**src/hw/rtl/mgcs_pkg.sv**
```systemverilog
`timescale 1ns / 1ps

package mgcs_pkg;

  // Default number of grid levels the counter file is built for
  localparam int DEF_MAX_LEVELS = 16;

  // Action codes
  localparam logic [2:0] ACT_RELAX    = 3'd0;
  localparam logic [2:0] ACT_RESTRICT = 3'd1;
  localparam logic [2:0] ACT_INTERP   = 3'd2;
  localparam logic [2:0] ACT_DONE     = 3'd3;
  localparam logic [2:0] ACT_ABORT    = 3'd4;

  // Cycle phases
  localparam logic [1:0] PH_FINEST   = 2'd0;
  localparam logic [1:0] PH_DOWN     = 2'd1;
  localparam logic [1:0] PH_UP       = 2'd2;
  localparam logic [1:0] PH_COARSEST = 2'd3;

  // Input commands
  localparam logic CMD_START    = 1'b0;
  localparam logic CMD_COMPLETE = 1'b1;

  // Register indexes (byte address = 4 * index)
  localparam logic [2:0] REG_LEVEL_COUNT     = 3'd0;
  localparam logic [2:0] REG_CYCLE_KIND      = 3'd1;
  localparam logic [2:0] REG_SWEEPS_FINEST   = 3'd2;
  localparam logic [2:0] REG_SWEEPS_DOWN     = 3'd3;
  localparam logic [2:0] REG_SWEEPS_UP       = 3'd4;
  localparam logic [2:0] REG_SWEEPS_COARSEST = 3'd5;

  localparam int CFG_ADDR_W = 5;
  localparam int CFG_DATA_W = 32;

  // Register reset values
  localparam logic [4:0] RST_LEVEL_COUNT = 5'd1;
  localparam logic [1:0] RST_CYCLE_KIND  = 2'd1;
  localparam logic [3:0] RST_SWEEPS      = 4'd1;

  typedef struct packed {
    logic cmd;
    logic relax_failed;
  } in_req_t;

  typedef struct packed {
    logic [2:0] action;
    logic [3:0] grid_level;
    logic [1:0] phase;
    logic [3:0] sweep_index;
  } out_req_t;

  // Sweep count for a phase
  function automatic logic [3:0] sweeps_for(input logic [1:0] ph,
                                            input logic [3:0] s_fin,
                                            input logic [3:0] s_dn,
                                            input logic [3:0] s_up,
                                            input logic [3:0] s_co);
    logic [3:0] s;
    case (ph)
      PH_FINEST: s = s_fin;
      PH_DOWN:   s = s_dn;
      PH_UP:     s = s_up;
      default:   s = s_co;
    endcase
    return s;
  endfunction

endpackage

```
**src/hw/rtl/multigrid_cycle_sequencer_core.sv**
```systemverilog
`timescale 1ns / 1ps

// A request's action is registered into the output register, or into the skid
// register while the output side stalls. Throughput: one request per cycle while
// the skid is empty, which lets the input side accept one more action in a stall.
// Reset (synchronous, rst_n low): registers return to their defaults, visit
// counters clear to zero and the sequencer goes idle (answers done).
module multigrid_cycle_sequencer_core
  import mgcs_pkg::*;
#(
  parameter int MAX_LEVELS = DEF_MAX_LEVELS
) (
  input  logic                  clk,
  input  logic                  rst_n,
  // request channel
  input  logic                  in_valid,
  output logic                  in_ready,
  input  in_req_t               in_data,
  // action channel
  output logic                  out_valid,
  input  logic                  out_ready,
  output out_req_t              out_data,
  // register port
  input  logic                  psel,
  input  logic                  penable,
  input  logic                  pwrite,
  input  logic [CFG_ADDR_W-1:0] paddr,
  input  logic [CFG_DATA_W-1:0] pwdata,
  output logic [CFG_DATA_W-1:0] prdata,
  output logic                  pready
);

  localparam int LVL_W = (MAX_LEVELS > 1) ? $clog2(MAX_LEVELS) : 1;
  localparam int CMP_W = 8;

  // Configuration registers
  logic [4:0] lc_r;
  logic [1:0] ck_r;
  logic [3:0] sw_fin_r, sw_dn_r, sw_up_r, sw_co_r;

  // Sequencer state
  logic signed [2:0] cnt_r   [MAX_LEVELS];
  logic signed [2:0] cnt_nxt [MAX_LEVELS];
  logic [LVL_W-1:0]  lvl_r, lvl_nxt;
  logic [1:0]        ph_r, ph_nxt;
  logic [3:0]        sw_r, sw_nxt;
  logic [2:0]        last_r, last_nxt;

  // Output and skid stage
  out_req_t out_r, skid_r, res;
  logic     out_valid_r, skid_valid_r;

  // Decision datapath
  logic              in_acc, out_fire, is_start, cfg_wr;
  logic              go_enter, go_decide, descend;
  logic [LVL_W-1:0]  e_lvl, nxt_idx, fine_lvl;
  logic [1:0]        e_ph;
  logic signed [2:0] cur_c, nxt_c, c_dec, ck_s;
  logic [3:0]        sw_inc;
  logic [CMP_W-1:0]  n_use, lvl_p1;
  logic [2:0]        reg_idx;

  assign pready  = 1'b1;
  assign reg_idx = paddr[4:2];
  assign cfg_wr  = psel & penable & pwrite & pready;

  // Register writes
  always_ff @(posedge clk) begin
    if (!rst_n) begin
      lc_r     <= RST_LEVEL_COUNT;
      ck_r     <= RST_CYCLE_KIND;
      sw_fin_r <= RST_SWEEPS;
      sw_dn_r  <= RST_SWEEPS;
      sw_up_r  <= RST_SWEEPS;
      sw_co_r  <= RST_SWEEPS;
    end else if (cfg_wr) begin
      case (reg_idx)
        REG_LEVEL_COUNT:     lc_r     <= pwdata[4:0];
        REG_CYCLE_KIND:      ck_r     <= pwdata[1:0];
        REG_SWEEPS_FINEST:   sw_fin_r <= pwdata[3:0];
        REG_SWEEPS_DOWN:     sw_dn_r  <= pwdata[3:0];
        REG_SWEEPS_UP:       sw_up_r  <= pwdata[3:0];
        REG_SWEEPS_COARSEST: sw_co_r  <= pwdata[3:0];
        default: ;
      endcase
    end
  end

  // Register reads
  always_comb begin
    prdata = '0;
    case (reg_idx)
      REG_LEVEL_COUNT:     prdata = CFG_DATA_W'(lc_r);
      REG_CYCLE_KIND:      prdata = CFG_DATA_W'(ck_r);
      REG_SWEEPS_FINEST:   prdata = CFG_DATA_W'(sw_fin_r);
      REG_SWEEPS_DOWN:     prdata = CFG_DATA_W'(sw_dn_r);
      REG_SWEEPS_UP:       prdata = CFG_DATA_W'(sw_up_r);
      REG_SWEEPS_COARSEST: prdata = CFG_DATA_W'(sw_co_r);
      default:             prdata = '0;
    endcase
  end

  // Handshakes
  assign in_ready  = ~skid_valid_r;
  assign in_acc    = in_valid & in_ready;
  assign out_valid = out_valid_r;
  assign out_data  = out_r;
  assign out_fire  = out_valid_r & out_ready;
  assign is_start  = (in_data.cmd == CMD_START);

  // Levels in use, clamped to 1..MAX_LEVELS
  always_comb begin
    if (lc_r == 5'd0) begin
      n_use = CMP_W'(1);
    end else if (CMP_W'(lc_r) > CMP_W'(MAX_LEVELS)) begin
      n_use = CMP_W'(MAX_LEVELS);
    end else begin
      n_use = CMP_W'(lc_r);
    end
  end

  // Level and counters the decision works on; a start sees fresh counters
  assign e_lvl    = is_start ? '0 : lvl_r;
  assign e_ph     = is_start ? PH_FINEST : ph_r;
  assign lvl_p1   = CMP_W'(e_lvl) + CMP_W'(1);
  assign nxt_idx  = (CMP_W'(e_lvl) == CMP_W'(MAX_LEVELS - 1)) ? '0 : LVL_W'(lvl_p1);
  assign fine_lvl = e_lvl - LVL_W'(1);
  assign ck_s     = signed'({1'b0, ck_r});
  assign cur_c    = is_start ? 3'sd1 : cnt_r[e_lvl];
  assign nxt_c    = is_start ? ck_s : cnt_r[nxt_idx];
  assign c_dec    = (cur_c != -3'sd4) ? (cur_c - 3'sd1) : cur_c;
  assign descend  = ~c_dec[2] && (lvl_p1 < n_use);
  assign sw_inc   = sw_r + 4'd1;

  // Next action and state
  always_comb begin
    cnt_nxt   = cnt_r;
    lvl_nxt   = lvl_r;
    ph_nxt    = ph_r;
    sw_nxt    = sw_r;
    go_enter  = 1'b0;
    go_decide = 1'b0;
    res       = '{action: ACT_DONE, grid_level: '0, phase: '0, sweep_index: '0};

    if (is_start) begin
      for (int k = 0; k < MAX_LEVELS; k++) begin
        cnt_nxt[k] = (k == 0) ? 3'sd1 : ck_s;
      end
      lvl_nxt  = '0;
      ph_nxt   = PH_FINEST;
      go_enter = 1'b1;
    end else begin
      case (last_r)
        ACT_RELAX: begin
          if (in_data.relax_failed) begin
            res.action = ACT_ABORT;
          end else begin
            sw_nxt = sw_inc;
            if (sw_inc != 4'd0 &&
                sw_inc < sweeps_for(ph_r, sw_fin_r, sw_dn_r, sw_up_r, sw_co_r)) begin
              res = '{action: ACT_RELAX, grid_level: 4'(lvl_r), phase: ph_r,
                      sweep_index: sw_inc};
            end else begin
              go_decide = 1'b1;
            end
          end
        end
        ACT_RESTRICT, ACT_INTERP: go_enter = 1'b1;
        default: res.action = ACT_DONE;
      endcase
    end

    // Start the sweeps at a level, or decide at once when there are none
    if (go_enter) begin
      sw_nxt = 4'd0;
      if (sweeps_for(e_ph, sw_fin_r, sw_dn_r, sw_up_r, sw_co_r) != 4'd0) begin
        res = '{action: ACT_RELAX, grid_level: 4'(e_lvl), phase: e_ph, sweep_index: 4'd0};
      end else begin
        go_decide = 1'b1;
      end
    end

    // Counter decision: descend, ascend or finish
    if (go_decide) begin
      cnt_nxt[e_lvl] = c_dec;
      if (descend) begin
        cnt_nxt[nxt_idx] = (nxt_c < ck_s) ? ck_s : nxt_c;
        lvl_nxt = nxt_idx;
        ph_nxt  = (lvl_p1 == n_use - CMP_W'(1)) ? PH_COARSEST : PH_DOWN;
        sw_nxt  = 4'd0;
        res     = '{action: ACT_RESTRICT, grid_level: 4'(e_lvl), phase: '0,
                    sweep_index: '0};
      end else if (e_lvl != '0) begin
        lvl_nxt = fine_lvl;
        ph_nxt  = (fine_lvl == '0) ? PH_FINEST : PH_UP;
        sw_nxt  = 4'd0;
        res     = '{action: ACT_INTERP, grid_level: 4'(fine_lvl), phase: '0,
                    sweep_index: '0};
      end else begin
        res = '{action: ACT_DONE, grid_level: '0, phase: '0, sweep_index: '0};
      end
    end

    last_nxt = res.action;
  end

  // Sequencer state update
  always_ff @(posedge clk) begin
    if (!rst_n) begin
      for (int k = 0; k < MAX_LEVELS; k++) begin
        cnt_r[k] <= 3'sd0;
      end
      lvl_r  <= '0;
      ph_r   <= PH_FINEST;
      sw_r   <= 4'd0;
      last_r <= ACT_DONE;
    end else if (in_acc) begin
      cnt_r  <= cnt_nxt;
      lvl_r  <= lvl_nxt;
      ph_r   <= ph_nxt;
      sw_r   <= sw_nxt;
      last_r <= last_nxt;
    end
  end

  // Output register with skid stage
  always_ff @(posedge clk) begin
    if (!rst_n) begin
      out_valid_r  <= 1'b0;
      skid_valid_r <= 1'b0;
    end else if (skid_valid_r) begin
      if (out_fire) begin
        out_r        <= skid_r;
        skid_valid_r <= 1'b0;
      end
    end else if (in_acc) begin
      if (!out_valid_r || out_fire) begin
        out_r       <= res;
        out_valid_r <= 1'b1;
      end else begin
        skid_r       <= res;
        skid_valid_r <= 1'b1;
      end
    end else if (out_fire) begin
      out_valid_r <= 1'b0;
    end
  end

endmodule
```
**config.mk**
```make
export PLATFORM = sky130hd
export DESIGN_NAME = multigrid_cycle_sequencer_core
export DESIGN_NICKNAME = d
export VERILOG_FILES = /design/src/hw/rtl/mgcs_pkg.sv /design/src/hw/rtl/multigrid_cycle_sequencer_core.sv
export SDC_FILE = /design/constraint.sdc
export NUM_CORES = 1
export LEC_CHECK = 0
export BUFFER_PORTS_ARGS = -buffer_cell sky130_fd_sc_hd__buf_4
export CAP_MARGIN = 0
export CORE_MARGIN = 5
export CORE_UTILIZATION = 60
export DETAILED_ROUTE_END_ITERATION = 6
export PLACE_DENSITY = 0.94
export REMOVE_ABC_BUFFERS = 1
export SLEW_MARGIN = 20
export SYNTH_ARGS = -nofsm -noshare
export SYNTH_HDL_FRONTEND = slang
export SYNTH_SLANG_ARGS = --single-unit
```
**constraint.sdc**
```tcl
create_clock -name clk -period 5.8 [get_ports clk]
set_input_delay 0.58 -clock clk [delete_from_list [all_inputs] [get_ports clk]]
set_output_delay 0.58 -clock clk [all_outputs]
set_load 0.01 [all_outputs]
```
Word-level counts from Yosys, hierarchy flattened
Index checks and enable logic that the tools add are counted.
- reductions and logical operators: 28
- magnitude comparators: 8
- muxes and demuxes: 76
- equal/unequal tests: 16
- add/subtract/negate cells: 5
- bitwise operators: 9
- operator list (kind ; number):
    48-bit 2-to-1 mux ; 3
    13-bit 2-to-1 mux ; 8
    48-bit bitwise mux ; 2
    4-bit 2-to-1 mux ; 16
    3-bit 2-to-1 mux ; 12
    5-bit case mux with 6 select lines ; 1
    3-bit binary-select mux with 4-bit select ; 2
    3-bit demux with 4-bit select ; 2
    12-bit 2-to-1 mux ; 2
    4-bit case mux with 3 select lines ; 2
    10-bit 2-to-1 mux ; 2
    1-bit 2-to-1 mux ; 15
    2-bit 2-to-1 mux ; 6
    2-bit AND reduction ; 6
    4-bit nonzero test ; 3
    11-bit 2-to-1 mux ; 1
    5-bit >= comparator, second input constant ; 2
    5-bit by 1-bit less-than comparator with 1-bit output, second input constant ; 2
    5-bit 2-to-1 mux ; 2
    4-bit NOT with 5-bit output ; 2
    3-bit by 2-bit == test with 1-bit output, second input constant ; 3
    5-bit by 8-bit == test with 1-bit output ; 1
    5-bit by 8-bit less-than comparator with 1-bit output ; 1
    4-bit AND reduction ; 2
    27 further kinds ; 44
- input port bits: 46
- flip-flop bits (word level): 112
- output and inout port bits: 48

Longest topological paths before layout
- depth in word-level cells: 17
- gate-level depth with buffers: 19

Worst setup path before layout
OpenSTA, ideal clock, no wires.
- path kind: input to register
- from: input in_data[1] (netlist bit)
- to: register cnt_r[19] (netlist bit)
- arrival time: 3997 ps
- stages: 19
- slack: 1680 ps
- required time: 5678 ps
- buffers on the path: 5
- cells stage by stage: buf_6 buf_2 nand2_1 inv_1 ha_1 buf_4 nand4_2 nand2_2 buf_2 mux4_2 mux2i_1 a2111oi_0 or2_2 ha_1 nor2_1 a311oi_2 mux2i_2 buf_6 a21oi_2
- cells in the longest elaborated chain, start to end: 13
- elaborated cells between the ends (all ways): 48
- those cells by class: add/sub: 2; order compare: 6; eq/ne: 4; mux: 28; bitwise: 3; reduce/logical: 5
- RTL lines (element ; RTL line ; text):
    start, declared ; multigrid_cycle_sequencer_core.sv:18 ; input in_req_t in_data,
    4-bit 2-to-1 mux ; multigrid_cycle_sequencer_core.sv:123 ; assign e_lvl = is_start ? '0 : lvl_r;
    4-bit by 1-bit adder with 5-bit output or 4-bit == test (tied branches) ; multigrid_cycle_sequencer_core.sv:125, multigrid_cycle_sequencer_core.sv:126 ;
    4-bit 2-to-1 mux ; multigrid_cycle_sequencer_core.sv:126 ; assign nxt_idx = (CMP_W'(e_lvl) == CMP_W'(MAX_LEVELS - 1)) ? '0 : LVL_W'(lvl_p1);
    4-bit NOT with 5-bit output ; multigrid_cycle_sequencer_core.sv:130, multigrid_cycle_sequencer_core.sv:187 ;
    3-bit binary-select mux with 4-bit select ; multigrid_cycle_sequencer_core.sv:130 ; assign nxt_c = is_start ? ck_s : cnt_r[nxt_idx];
    3-bit 2-to-1 mux (implied by the code) (2 in a row) ; multigrid_cycle_sequencer_core.sv:130 ;
    3-bit 2-to-1 mux ; multigrid_cycle_sequencer_core.sv:130 ;
    3-bit less-than comparator ; multigrid_cycle_sequencer_core.sv:187 ; cnt_nxt[nxt_idx] = (nxt_c < ck_s) ? ck_s : nxt_c;
    3-bit 2-to-1 mux ; multigrid_cycle_sequencer_core.sv:187 ;
    48-bit bitwise mux ; multigrid_cycle_sequencer_core.sv:187 ;
    48-bit 2-to-1 mux ; multigrid_cycle_sequencer_core.sv:186 ; if (descend) begin
    48-bit 2-to-1 mux * ; multigrid_cycle_sequencer_core.sv:184 ; if (go_decide) begin
    end signal, assigned ; multigrid_cycle_sequencer_core.sv:218 ; cnt_r <= cnt_nxt;
    end, declared ; multigrid_cycle_sequencer_core.sv:42 ; logic signed [2:0] cnt_r [MAX_LEVELS];
Every way passes the cells marked *; elsewhere a longest branch is shown, timed or not. The select of a mux whose other input is x is not followed.
A chain may end at the register's enable or synchronous reset.

Worst setup path after layout
- from: input in_data[1] (netlist bit)
- to: register cnt_r[21] (netlist bit)
Same word-level chain as after synthesis.

==> impl_metrics.json <==
{
  "power_density_nw_per_um2": 215.8,
  "place_congestion": 0.9882,
  "grt_use_total_pct": 30.12,
  "ys_seq_elements": 112,
  "slowest_stage": "ha_1",
  "die_h_um": 125.1,
  "worstHoldStart": "pwdata[4]",
  "crit_top_cell": "buf_4",
  "wirelength_mm": 23.99,
  "worstPathArrival_ps": 4810,
  "antenna_cells": 0,
  "final_cell_mix": "nor2_1 (91), nand2_1 (89), dfxtp_1 (86)",
  "path_max_fanout": 10,
  "stdcell_area_um2": 8577,
  "fin_crit_sh_pct": 77.86,
  "cts_setup_buffers": 0,
  "tightest_slew_ps": 1108,
  "worst_r2r_startpoint": "lvl_r[1]",
  "synth_top_area_share_pct": 21.66,
  "grt_pass1_wl_mm": 38.46,
  "clockRootBuffer": "clkbuf_16",
  "final_common_cell": "nor2_1",
  "cp-start-kind": "input port",
  "p_leak_nw": 3.255,
  "ant_nets": 0,
  "slew_viol_final": 0,
  "cap_violations": 0,
  "core.rowCount": 42,
  "crit_path_end_kind": "register",
  "synth_edf_count": 26,
  "ir_drop_uv": 252.0,
  "clkLatencyLatePin_ps": 370,
  "tritoncts": "built",
  "netlist_top_cells_area": "dfxtp_1 (22%), edfxtp_1 (9.8%), mux2i_1 (7.7%), mux4_2 (5.4%), a21oi_1 (4.6%)",
  "route.detailed.drc": 0,
  "synth.largest_area_cell": "dfxtp_1",
  "cp_slowest_stage_delay_ps": 370,
  "path_buf_inv": 4,
  "vias": 7880,
  "cp_top_family": "simple AND/OR/NAND/NOR gates",
  "rsz0062_at_grt": "false",
  "antenna_found_initial": 0,
  "yosysUniqueCellTypes": 85,
  "syn_avg_cell_area_um2": 8.512,
  "cts_hold_buf": 0,
  "setup_violations": 0,
  "power_w": 0.001851,
  "drtIter0Drc": 1335,
  "start_util_pct": 60.51,
  "clkTransAtPathRegs_ps": 70,
  "maxSlewHeadroom_pct": 25.83,
  "overflow": 0,
  "synth-warning-count": 0,
  "htreeDepth": 3,
  "cts_buffers": 9,
  "synth-async-reset-ratio_pct": 0,
  "fp.dieArea_um2": 15650,
  "hpwl_mm": 16.33,
  "syn-cell-area_um2": 7950,
  "hold_path.class": "input port to register",
  "ctsLongestPathBuffers": 2,
  "crit_type": "input port to register",
  "core_area_um2": 13140,
  "wl_per_cell_um": 21.40,
  "ys_seq_area_share_pct": 31.48,
  "io_pins": 94,
  "drive_gt1_share_pct": 15.13,
  "cp-startpoint": "in_data[1]",
  "die_x_um": 125.1,
  "crit_chain": "buf_4, nand2_1, inv_1, ha_1, nand4_2, nand2_2, buf_4, mux4_2, mux2i_1, a2111oi_0, or2_2, ha_1, nor2_1, nand4b_1, a22o_1, buf_4, or2_1, a21oi_1",
  "hold_viol_final": 0,
  "ys.flop_type": "dfxtp_1",
  "cts.sink_count": 112,
  "status": "complete, no violations",
  "io_buffers": 36,
  "vias_per_cell": 7.029,
  "syn2layout_area_growth_pct": 7.885,
  "grt_max_degree": 70,
  "layout.nets": 1006,
  "fin_tns_setup_ps": 0,
  "first_global_vias": 7357,
  "finClkSkew_ps": 6.883,
  "synthCells": 934,
  "clock.fmax_mhz": 221.4,
  "required_ps": 6090,
  "placed_cell_area_um2": 8248,
  "drt_first_pass_iters": 6,
  "period_minus_slack_ps": 4516,
  "cts_resized": 0
}
## cells by family (layout without fill, tap and decap cells)
kind of cell	count (synthesis)	in the layout	synth area share [%]
flops	112	112	31.48
buf+inv	128	113	7.964
simple gates	288	288	17.09
fa+ha+maj	20	20	3.148
other cells	2	28	0.09446
xor+xnor	9	9	0.9916
compound gates	279	279	23.88
mux	96	96	15.36
## registers in the layout, summed over array words and instances, names as in the netlist, 2 cells and up
| register | cells |
|---|---|
| cnt_r | 48 |
| out_data | 13 |
| skid_r | 13 |
| lc_r | 5 |
| lvl_r | 4 |
| sw_co_r | 4 |
| sw_dn_r | 4 |
| sw_fin_r | 4 |
| sw_r | 4 |
| sw_up_r | 4 |
| last_r | 3 |
| ck_r | 2 |
| ph_r | 2 |
## worst paths after layout
path	endpoint	slack (ps)	cells after the start
worst max register to register	cnt_r[21]	1390	17
worst min register to register	cnt_r[14]	500	2
worst max-delay path	cnt_r[21]	1280	18
worst min-delay path	lc_r[4]	440	3
## layer usage
layer	global-route usage [%]	vias to the layer above	part of all wire [%]	wire length, um
li1	-	3438	-	-
met1	38.59	3620	35	8484
met2	46.19	693	45	10870
met3	9.296	129	14	3424
met4	15.05	0	5.1	1215
met5	0	-	0	0
## metrics by stage
step                      hold WS [ps]  setup slack [ps]  utilization [%]  std cells
after detailed placement         481.3              1053            62.78       1105
after floorplan                  451.5             894.7                -        868
after global placement           474.1              1083            62.78       1105
after CTS                        432.5              1432            65.29       1121
final                            438.5              1284            65.29       1121
after global routing             430.7              1148            65.29       1121
## area by class of cell
class	count	area [um2]
sequential	112	2502
clock buffer	10	250.2
fill	1038	4561
multi-input combinational	720	4930
clock inverter	6	78.83
timing repair buffer	61	457.9
inverter	36	137.6
tap	176	220.2
## synth_stat cells (5+ instances only)
| master | count |
|---|---|
| mux2i_1 | 61 |
| a31oi_1 | 21 |
| edfxtp_1 | 26 |
| a211oi_1 | 13 |
| or3_1 | 6 |
| nor2b_1 | 7 |
| clkbuf_1 | 38 |
| ha_1 | 20 |
| a21o_1 | 5 |
| a21oi_2 | 10 |
| o21ai_0 | 48 |
| a21oi_1 | 73 |
| xnor2_1 | 7 |
| nor2_1 | 91 |
| inv_1 | 33 |
| nand2_1 | 89 |
| o211ai_1 | 5 |
| dfxtp_1 | 86 |
| nand4_1 | 10 |
| and2_1 | 8 |
| o221ai_1 | 27 |
| o22ai_1 | 11 |
| nor3_1 | 14 |
| buf_2 | 15 |
| and3_1 | 10 |
| nor4_1 | 10 |
| nand3_1 | 7 |
| buf_4 | 29 |
| buf_1 | 7 |
| a22oi_1 | 10 |
| nand2b_1 | 14 |
| mux2_2 | 14 |
| mux4_2 | 19 |
| o21a_1 | 5 |
## tightest hold or removal path, cell delays in order
cell     delay [ps]
buf_4            70
mux2i_1          50
nor2_1           70
## power breakdown
part / total (W) / switching [W] / internal, W
registers: 0.000857 / 0.0000323 / 0.000824
clock network: 0.000686 / 0.000314 / 0.000372
logic: 0.000308 / 0.000197 / 0.000111
total: 0.00185 / 0.000543 / 0.00131
No activity file was read; power rests on OpenSTA's default activity.
